--- config.mk ---
export PLATFORM = sky130hd
export DESIGN_NAME = tcp_option_kind_search
export DESIGN_NICKNAME = d
export VERILOG_FILES = /design/src/rtl/tcpoks_pkg.sv /design/src/rtl/tcpoks_walk.sv /design/src/rtl/tcp_option_kind_search.sv
export VERILOG_INCLUDE_DIRS = /design/src /design/src/rtl
export SDC_FILE = /design/constraint.sdc
export NUM_CORES = 1
export LEC_CHECK = 0
export BUFFER_PORTS_ARGS = -buffer_cell sky130_fd_sc_hd__buf_2
export CORE_ASPECT_RATIO = 1.25
export CORE_UTILIZATION = 45
export CTS_CLUSTER_DIAMETER = 100
export CTS_CLUSTER_SIZE = 20
export DETAILED_ROUTE_END_ITERATION = 8
export PLACE_DENSITY = 0.69
export SYNTH_ARGS = -nofsm -noshare
export SYNTH_HDL_FRONTEND = slang
export SYNTH_HIERARCHICAL = 1
export SYNTH_SLANG_ARGS = --single-unit
--- constraint.sdc ---
create_clock -name clk -period 5.4 [get_ports clk]
set_clock_uncertainty 0.05 [all_clocks]
set_input_delay 1.08 -clock clk [delete_from_list [all_inputs] [get_ports clk]]
set_output_delay 1.08 -clock clk [all_outputs]
set_load 0.1 [all_outputs]
--- src/rtl/assert_macros.svh ---
// ---------------------------------------------------------------------------
// Assertion macros
// Shared concurrent assertion forms, clocked and disabled in reset.
// ---------------------------------------------------------------------------
`ifndef ASSERT_MACROS_SVH
`define ASSERT_MACROS_SVH

// property holds in the same cycle as its antecedent
`define TCPOKS_ASSERT(lbl, clk, rst_n, ante, cons, msg) \
	lbl: assert property (@(posedge clk) disable iff (!rst_n) (ante) |-> (cons)) \
		else $error(msg);

// property holds in the cycle after its antecedent
`define TCPOKS_ASSERT_NEXT(lbl, clk, rst_n, ante, cons, msg) \
	lbl: assert property (@(posedge clk) disable iff (!rst_n) (ante) |=> (cons)) \
		else $error(msg);

`endif

--- src/rtl/tcpoks_pkg.sv ---
`default_nettype none
// ---------------------------------------------------------------------------
// TCP option kind search package
// Sizes, parse phases and the beat and result types.
// ---------------------------------------------------------------------------
package tcpoks_pkg;

	localparam int MAX_OPTIONS    = 40;
	localparam int MAX_AREA_BYTES = 64;

	localparam int OFF_W = $clog2(MAX_AREA_BYTES + 1);
	localparam int CNT_W = $clog2(MAX_OPTIONS + 1);
	localparam int TOT_W = 16;

	typedef enum logic [1:0] {
		PH_KIND,
		PH_LEN,
		PH_SKIP,
		PH_CLOSED
	} phase_t;

	typedef struct packed {
		logic limit;
		logic zero;
		logic over;
		logic found;
	} flags_t;

	typedef struct packed {
		logic [7:0] opt_byte;
		logic       first_byte;
		logic       last_byte;
		logic [7:0] wanted_kind;
	} beat_t;

	typedef struct packed {
		logic [TOT_W-1:0] too_many_total;
		logic [TOT_W-1:0] zero_length_total;
		logic [TOT_W-1:0] overrun_total;
		logic             too_many_options;
		logic             zero_length;
		logic             size_overrun;
		logic             found;
	} result_t;

endpackage
`default_nettype wire

--- src/rtl/tcpoks_walk.sv ---
`default_nettype none
// ---------------------------------------------------------------------------
// TCP option walker
// Per-area parse state, option count, flags and saturating totals.
// ---------------------------------------------------------------------------
module tcpoks_walk import tcpoks_pkg::*; (
	input  wire logic    clk,
	input  wire logic    arst_n,
	input  wire logic    step,
	input  wire beat_t   beat,
	output logic         res_valid,
	output result_t      res
);

	localparam logic [OFF_W-1:0] OFF_LAST = OFF_W'(MAX_AREA_BYTES - 1);
	localparam logic [OFF_W-1:0] OFF_TOP  = OFF_W'(MAX_AREA_BYTES);
	localparam logic [CNT_W-1:0] CNT_MAX  = CNT_W'(MAX_OPTIONS);

	phase_t             phase_q, phase_d, ph_c;
	logic [OFF_W-1:0]   off_q, off_d, off_c;
	logic [7:0]         skip_q, skip_d, skip_c;
	logic [CNT_W-1:0]   cnt_q, cnt_d, cnt_c;
	logic [7:0]         kind_q, kind_d, kind_c;
	logic               stop_q, stop_d, stop_c;
	flags_t             flags_q, flags_d, flags_c;
	logic [TOT_W-1:0]   over_tot_q, over_tot_d;
	logic [TOT_W-1:0]   zero_tot_q, zero_tot_d;
	logic [TOT_W-1:0]   lim_tot_q, lim_tot_d;

	// option start evaluation, shared by kind phase and length-of-one case
	logic [7:0]         tk_k;
	logic [CNT_W-1:0]   tk_cnt;
	flags_t             tk_flags;
	logic               tk_stop;
	phase_t             tk_ph;
	logic               at_end, active;

	always_comb begin
		// area restart on first byte
		if (beat.first_byte) begin
			ph_c    = PH_KIND;
			off_c   = '0;
			skip_c  = '0;
			cnt_c   = '0;
			kind_c  = beat.wanted_kind;
			stop_c  = 1'b0;
			flags_c = '0;
		end else begin
			ph_c    = phase_q;
			off_c   = off_q;
			skip_c  = skip_q;
			cnt_c   = cnt_q;
			kind_c  = kind_q;
			stop_c  = stop_q;
			flags_c = flags_q;
		end

		at_end = beat.last_byte || (off_c >= OFF_LAST);
		active = !(stop_c && ph_c == PH_KIND) && (off_c <= OFF_LAST);

		tk_k     = (ph_c == PH_KIND) ? beat.opt_byte : 8'd1;
		tk_cnt   = cnt_c + CNT_W'(1);
		tk_flags = flags_c;
		tk_stop  = stop_c;
		if (tk_k == kind_c) begin
			tk_flags.found = 1'b1;
			tk_stop        = 1'b1;
			tk_ph          = PH_KIND;
		end else begin
			if (tk_cnt >= CNT_MAX) begin
				tk_flags.limit = 1'b1;
				tk_stop        = 1'b1;
			end
			if (tk_k <= 8'd1) begin
				tk_ph = PH_KIND;
			end else if (at_end) begin
				tk_flags.over = 1'b1;
				tk_ph         = PH_KIND;
			end else begin
				tk_ph = PH_LEN;
			end
		end

		phase_d    = ph_c;
		off_d      = off_c;
		skip_d     = skip_c;
		cnt_d      = cnt_c;
		kind_d     = kind_c;
		stop_d     = stop_c;
		flags_d    = flags_c;
		over_tot_d = over_tot_q;
		zero_tot_d = zero_tot_q;
		lim_tot_d  = lim_tot_q;
		res_valid  = 1'b0;

		if (ph_c != PH_CLOSED) begin
			if (active) begin
				unique case (ph_c)
					PH_KIND: begin
						cnt_d   = tk_cnt;
						flags_d = tk_flags;
						stop_d  = tk_stop;
						phase_d = tk_ph;
					end
					PH_LEN: begin
						if (beat.opt_byte == 8'd0) begin
							flags_d.zero = 1'b1;
							stop_d       = 1'b1;
							phase_d      = PH_KIND;
						end else if (beat.opt_byte == 8'd1) begin
							phase_d = PH_KIND;
							if (!stop_c) begin
								cnt_d   = tk_cnt;
								flags_d = tk_flags;
								stop_d  = tk_stop;
								phase_d = tk_ph;
							end
						end else if (beat.opt_byte == 8'd2) begin
							phase_d = PH_KIND;
						end else if (at_end) begin
							flags_d.over = 1'b1;
							phase_d      = PH_KIND;
						end else begin
							skip_d  = beat.opt_byte - 8'd2;
							phase_d = PH_SKIP;
						end
					end
					PH_SKIP: begin
						skip_d = (skip_c != 8'd0) ? skip_c - 8'd1 : skip_c;
						if (skip_d == 8'd0) begin
							phase_d = PH_KIND;
						end else if (at_end) begin
							flags_d.over = 1'b1;
							skip_d       = '0;
							phase_d      = PH_KIND;
						end
					end
					default: begin
						phase_d = ph_c;
					end
				endcase
				if (at_end) begin
					stop_d  = 1'b1;
					phase_d = PH_KIND;
					skip_d  = '0;
				end
			end

			if (off_c < OFF_TOP) begin
				off_d = off_c + OFF_W'(1);
			end

			if (beat.last_byte) begin
				if (flags_d.over && over_tot_q != '1) begin
					over_tot_d = over_tot_q + TOT_W'(1);
				end
				if (flags_d.zero && zero_tot_q != '1) begin
					zero_tot_d = zero_tot_q + TOT_W'(1);
				end
				if (flags_d.limit && lim_tot_q != '1) begin
					lim_tot_d = lim_tot_q + TOT_W'(1);
				end
				res_valid = 1'b1;
				phase_d   = PH_CLOSED;
			end
		end

		res.found             = flags_d.found;
		res.size_overrun      = flags_d.over;
		res.zero_length       = flags_d.zero;
		res.too_many_options  = flags_d.limit;
		res.overrun_total     = over_tot_d;
		res.zero_length_total = zero_tot_d;
		res.too_many_total    = lim_tot_d;
	end

	always_ff @(posedge clk or negedge arst_n) begin
		if (!arst_n) begin
			phase_q    <= PH_KIND;
			off_q      <= '0;
			skip_q     <= '0;
			cnt_q      <= '0;
			kind_q     <= '0;
			stop_q     <= 1'b0;
			flags_q    <= '0;
			over_tot_q <= '0;
			zero_tot_q <= '0;
			lim_tot_q  <= '0;
		end else if (step) begin
			phase_q    <= phase_d;
			off_q      <= off_d;
			skip_q     <= skip_d;
			cnt_q      <= cnt_d;
			kind_q     <= kind_d;
			stop_q     <= stop_d;
			flags_q    <= flags_d;
			over_tot_q <= over_tot_d;
			zero_tot_q <= zero_tot_d;
			lim_tot_q  <= lim_tot_d;
		end
	end

endmodule
`default_nettype wire

--- src/rtl/tcp_option_kind_search.sv ---
`default_nettype none
`include "assert_macros.svh"
// ---------------------------------------------------------------------------
// TCP option kind search
// Walks a TCP options area one byte per beat and reports the wanted kind.
// ---------------------------------------------------------------------------
// One options byte per input beat, first byte flagged on tuser, final byte
// on tlast; wanted_kind is taken with the first byte. One result beat follows
// each last byte, carrying the found/overrun/zero-length/limit flags of that
// area and three saturating 16-bit totals. Throughput is one byte per cycle
// while no untaken result is held in the result register; a beat passes the
// input register, the combinational walker update and the result register. Beats after
// a last byte without a new first byte are consumed and give no result.
module tcp_option_kind_search import tcpoks_pkg::*; (
	input  wire logic        clk,
	input  wire logic        arst_n,
	input  wire logic        s_axis_tvalid,
	output logic             s_axis_tready,
	input  wire logic [15:0] s_axis_tdata,   // opt_byte[7:0], wanted_kind[15:8]
	input  wire logic        s_axis_tuser,   // first_byte
	input  wire logic        s_axis_tlast,
	output logic             m_axis_tvalid,
	input  wire logic        m_axis_tready,
	output logic [55:0]      m_axis_tdata    // found, size_overrun, zero_length,
	                                          // too_many_options, overrun_total,
	                                          // zero_length_total, too_many_total,
	                                          // zero pad
);

	logic    v_s1;
	beat_t   beat_s1;
	logic    advance;
	logic    res_valid;
	result_t res;
	logic    m_valid_q;
	result_t m_data_q;

	assign advance       = v_s1 && (!m_valid_q || m_axis_tready);
	assign s_axis_tready = !v_s1 || advance;

	always_ff @(posedge clk or negedge arst_n) begin
		if (!arst_n) begin
			v_s1 <= 1'b0;
		end else if (s_axis_tready) begin
			v_s1 <= s_axis_tvalid;
		end
	end

	always_ff @(posedge clk) begin
		if (s_axis_tready && s_axis_tvalid) begin
			beat_s1.opt_byte    <= s_axis_tdata[7:0];
			beat_s1.wanted_kind <= s_axis_tdata[15:8];
			beat_s1.first_byte  <= s_axis_tuser;
			beat_s1.last_byte   <= s_axis_tlast;
		end
	end

	tcpoks_walk u_walk (
		.clk       (clk),
		.arst_n    (arst_n),
		.step      (advance),
		.beat      (beat_s1),
		.res_valid (res_valid),
		.res       (res)
	);

	always_ff @(posedge clk or negedge arst_n) begin
		if (!arst_n) begin
			m_valid_q <= 1'b0;
		end else if (advance && res_valid) begin
			m_valid_q <= 1'b1;
		end else if (m_axis_tready) begin
			m_valid_q <= 1'b0;
		end
	end

	always_ff @(posedge clk) begin
		if (advance && res_valid) begin
			m_data_q <= res;
		end
	end

	assign m_axis_tvalid = m_valid_q;
	assign m_axis_tdata  = {4'd0, m_data_q};

	`TCPOKS_ASSERT(a_res_on_last, clk, arst_n, advance && res_valid, beat_s1.last_byte, "result without last byte")
	`TCPOKS_ASSERT(a_ready_when_empty, clk, arst_n, !v_s1, s_axis_tready, "input register empty but not ready")
	`TCPOKS_ASSERT_NEXT(a_load_shows, clk, arst_n, advance && res_valid, m_axis_tvalid, "result not presented")

endmodule
`default_nettype wire

### Yosys cells after proc, flatten, opt, wreduce, memory -nomap -nowiden

Index checks and enable logic that the tools add are counted.

| storage, ports and cells | value |
|---|---|
| bits in registers | 156 |
| bits of input ports | 22 |
| word-level logic and storage cells | 145 |

| operators by class | value |
|---|---|
| add/subtract/negate cells | 7 |
| $lt $le $gt $ge | 5 |
| eq/ne operators | 9 |
| mux-type cells | 79 |
| reduce and logical (&&, ||, !) cells | 19 |

Operators with widths:

| kind | number |
|---|---|
| 16-bit 2-to-1 mux | 9 |
| 8-bit 2-to-1 mux | 10 |
| 16-bit by 1-bit adder with 16-bit output, second input constant | 3 |
| 16-bit inequality test, second input constant | 3 |
| 6-bit 2-to-1 mux | 6 |
| 1-bit 2-to-1 mux | 26 |
| 2-bit 2-to-1 mux | 13 |
| 7-bit 2-to-1 mux | 3 |
| 4-bit 2-to-1 mux | 5 |
| 8-bit zero test | 2 |
| 8-bit one-hot mux with 2 select lines | 1 |
| 6-bit one-hot mux with 2 select lines | 1 |
| 8-bit by 1-bit == test with 1-bit output, second input constant | 1 |
| 8-bit by 2-bit == test with 1-bit output, second input constant | 1 |
| 8-bit == test | 1 |
| 8-bit by 1-bit less-or-equal comparator with 1-bit output, second input constant | 1 |
| 1-bit logical AND | 8 |
| 8-bit nonzero test | 1 |
| 8-bit by 1-bit subtractor with 8-bit output, second input constant | 1 |
| 8-bit by 2-bit subtractor with 8-bit output, second input constant | 1 |
| 7-bit by 1-bit adder with 7-bit output, second input constant | 1 |
| 7-bit by 6-bit greater-or-equal comparator with 1-bit output, second input constant | 1 |
| 7-bit by 6-bit less-or-equal comparator with 1-bit output, second input constant | 1 |
| 7-bit less-than comparator, second input constant | 1 |
| 13 further kinds | 18 |

### Longest topological paths before layout

| logic depth | value |
|---|---|
| word-level depth | 16 |
| gate-level depth with buffers | 16 |
| gate-level depth less buffers | 11 |

### By module

Netlist, hierarchy kept.

Modules (own cells, without submodules):

| module | times used | cells an instance | area an instance (sq um) | seq. area each (sq um) |
|---|---|---|---|---|
| tcpoks_walk | 1 | 745 | 6537.5 | 2102.0 |
| tcp_option_kind_search | 1 | 85 | 2244.7 | 2152.1 |

### Least setup slack after synthesis

OpenSTA, ideal clock, no wires.

| timing | value |
|---|---|
| path type | register to register |
| start point | reg beat_s1[9] in the netlist's numbering |
| end point | reg m_data_q, in the netlist m_axis_tdata[0] (enable) |
| setup time | 468 ps |
| arrival | 3984 ps |
| required time | 4882 ps |
| setup slack | 898 ps |
| stages on the path, launching flop included | 11 |
| buffers on the path | 3 |
| path through | edfxtp_1 buf_6 inv_2 clkbuf_1 nand2_1 inv_1 ha_1 clkbuf_1 nor2_1 nand2_1 nor2b_1 |

| between the ends | value |
|---|---|
| longest elaborated chain between the ends | 4 |

Ends and longest elaborated chain:

| element | RTL line | text |
|---|---|---|
| start: declaration | tcp_option_kind_search.sv:31 | `beat_t beat_s1;` |
| 2-bit 2-to-1 mux | tcpoks_walk.sv:40 | `if (beat.first_byte) begin` |
| 2-bit inequality test | tcpoks_walk.sv:96 | `if (ph_c != PH_CLOSED) begin` |
| 1-bit 2-to-1 mux | tcpoks_walk.sv:96 |  |
| via res_valid | tcp_option_kind_search.sv:33 | `logic res_valid;` |
| 1-bit logical AND | tcp_option_kind_search.sv:78 | `if (advance && res_valid) begin` |
| end signal: assignment | tcp_option_kind_search.sv:79 | `m_data_q <= res;` |
| end: declaration | tcp_option_kind_search.sv:36 | `result_t m_data_q;` |

The timed path passes the listed nets, and every way through them passes these cells.
A chain may end at the register's enable or synchronous reset.

==> metrics.yaml <==
place_ws_ns: 1.50
place_hpwl_mm: 12.6
max_freq_ghz: 0.253
synth-simple-area-share_pct: 21.5
yosysMostFrequentCell: "nand2_1"
grt_pass1_wl_mm: 30.6
maxSlewViolCount: 0
fin_crit_sh_pct: 73.2
crit_start: "beat_s1[9]$_DFFE_PP_"
rows: 56
status: "finished, final reports clean"
synth_top_area_cell: "dfrtp_1"
layout_min_cycle_time_ns: 3.95
rsz0062_at_grt: "no"
timing.final.ws_setup_ns: 1.45
drt-pass1-iter-count: 5
p_clk_share_pct: 31.5
root_buffer: "clkbuf_16"
cts_tree: "built"
power_frac_seq_pct: 39.5
layout-drive-gt1-share_pct: 20.1
path_class: "flip-flop to flip-flop"
areaGrowthSynthToFinish_pct: 13.0
cp-start-kind: "flip-flop"
combPwrFrac_pct: 29.0
synthAdderAreaFrac_pct: 1.71
gp_congestion: 0.874
finalSetupViolCount: 0
drtIter0Drc: 498
io-pin-count: 80
die-area_sq_um: 20100
synthFlopType: "dfrtp_1"
cp_slowest_cell: "a311oi_4"
cts_buffers: 17
worst_pin_slew_ns: 0.824
fin_cells: 1133
multi_input_area_sq_um: 4210
ys_ff_latch: 156
synth_area_sq_um: 8780
coreArea_sq_um: 18900
postSynthCellCount: 830
synth_cell_types: 80
maxCapViolations: 0
wl_per_cell_microns: 16.3
grt_max_degree: 53
nFillCells: 1686
ys_warn_count: 6
drc: 0
clock_latency_ns: 0.42
power.density_nw_per_um2: 387
die_y_microns: 158
antenna_cells_inserted: 0
ys_top_cells_by_area: "dfrtp_1, edfxtp_1, xor2_1"
syn_area_per_cell_sq_um: 10.6
p_leak_nw: 4.30
cts_num_sinks: 156
maxSlewHeadroom_pct: 44.9
path_cells: "buf_4 -> nand2b_1 -> ha_1 -> nor4b_2 -> a22o_2 -> o22ai_1 -> o31a_2 -> a311oi_4 -> buf_4 -> nor3_2 -> xor2_1"
p_switching_mw: 1.37
async_reset_ff_share_pct: 55.1
cts_hold_buffers: 0
synth_common_cells: "nand2_1, dfrtp_1, xor2_1"
cp_common_cell: "buf_4"
synth_compound_area_share_pct: 9.74
hp-class: "flip-flop to flip-flop"
cts_max_level: 4
grt_pass1_vias: 6237
ant_nets: 0
max_stage_delay_ns: 0.64
cts.repair.resized: 0
die-width_microns: 127
routed_wl_mm: 18.5
synth.mux.area_fraction_pct: 3.79
endpoint_kind: "flip-flop"
start_util_pct: 46.4
netSwitchingFraction_pct: 35.8
reg2reg_setup_slack_ns: 1.45
num_vias: 6414
crit_required_ns: 5.52
hold_violations: 0
track_usage_pct: 19.3
synth_xor_area_share_pct: 10.8
vias_per_cell: 5.66
dp_cells: 1101
crit_fanout: 28
synth-edff-count: 70
setup_tns_ns: 0
portBuffers: 75
min_from: "u_walk/over_tot_q[10]$_DFFE_PN0P_"
synth_top_family_by_area: "simple AND/OR/NAND/NOR gates"
worst-endpoint-arrival_ns: 4.07
yosysTopAreaCellShare_pct: 24.5
clock_path_buffers: 2
yosysSeqAreaShare_pct: 48.4
cts_setup_buffers: 0
total_power_mw: 3.84
fin_nets: 922
seqCellArea_sq_um: 4250
antenna_found_initial: 0
p_int_mw: 2.47
r2r_start: "beat_s1[9]$_DFFE_PP_"
ir_worst_vdd_uv: 234
gr-total-overflow: 0
path_clk_slew_ns: 0.06
==> final timing paths <==
path	end	cells after the start
max	m_axis_tdata[14]$_DFFE_PP_	11
min	u_walk/over_tot_q[10]$_DFFE_PN0P_	1
max reg2reg	m_axis_tdata[14]$_DFFE_PP_	11
min reg2reg	u_walk/over_tot_q[10]$_DFFE_PN0P_	1
max in group asynchronous	u_walk/cnt_q[1]$_DFFE_PN0P_	2
min in group asynchronous	u_walk/skip_q[7]$_DFFE_PN0P_	1
==> area by class of cell <==
class | instances | area share, %
repair buffers | 92 | 5.09
clock inverters | 10 | 1.44
multi-input cells | 602 | 42.4
inverters | 19 | 0.718
well taps | 232 | 2.92
clock buffers | 22 | 4.58
flip-flops and latches | 156 | 42.9
==> stage by stage <==
stage | hold slack (ns) | area, sq um | util, %
floorplan | 0.416 | 8790 | -
global placement | 0.432 | 9330 | 49.3
detailed placement | 0.441 | 9330 | 49.3
CTS | 0.460 | 9930 | 52.5
global route | 0.476 | 9930 | 52.5
finish | 0.459 | 9930 | 52.5
==> cell families after synthesis <==
logic type	Yosys count
compound gates	117
xor+xnor	108
fa+ha+maj	12
buf+inv	75
flops	156
mux	31
other cells	1
simple gates	330
==> registers in the layout, indices dropped and copies added (netlist names) <==
| name | flops |
|---|---|
| beat_s1 | 18 |
| m_axis_tdata | 52 |
| m_axis_tvalid | 1 |
| u_walk/cnt_q | 6 |
| u_walk/flags_q | 4 |
| u_walk/kind_q | 8 |
| u_walk/lim_tot_q | 16 |
| u_walk/off_q | 7 |
| u_walk/over_tot_q | 16 |
| u_walk/phase_q | 2 |
| u_walk/skip_q | 8 |
| u_walk/stop_q | 1 |
| u_walk/zero_tot_q | 16 |
| v_s1 | 1 |
==> layer usage <==
| metal | vias up | GRT usage, % | part of all wire (%) |
|---|---|---|---|
| met5 | - | 1.28 | 0 |
| met3 | 32 | 3.92 | 3.6 |
| met1 | 3113 | 24.3 | 45 |
| met4 | 0 | 8.28 | 2.2 |
| li1 | 3098 | - | - |
| met2 | 171 | 32.2 | 49 |
==> critical path, delay by kind of cell, from the launching register on <==
kind            cells  cell delay [ns]
compound gates      4             1.36
xor+xnor            1             0.14
fa+ha+maj           1             0.39
buf+inv             2             0.67
flops               1             0.36
simple gates        3             0.72
==> power groups by stage <==
stage | sequential [mW] | combinational [mW] | clock, mW
finish | 1.52 | 1.11 | 1.21
global route | 1.54 | 1.20 | 1.29
CTS | 1.52 | 1.11 | 1.24
detailed placement | 1.54 | 1.10 | 0
global placement | 1.54 | 1.09 | 0
floorplan | 1.70 | 0.714 | 0
==> layout by cell type, fill, tap and decap left out, types with 15 or more instances in the layout <==
| cell | n |
|---|---|
| nand2_1 | 95 |
| dfrtp_1 | 86 |
| buf_2 | 74 |
| xor2_1 | 74 |
| edfxtp_1 | 70 |
| nor2_1 | 53 |
| nand3_1 | 35 |
| xnor2_1 | 34 |
| o21ai_0 | 24 |
| a21oi_1 | 22 |
| nand4_1 | 19 |
| buf_4 | 18 |
| clkbuf_16 | 17 |
| inv_1 | 17 |
| and3_1 | 17 |
| nor4_2 | 15 |
No activity file was read; power rests on OpenSTA's default activity.
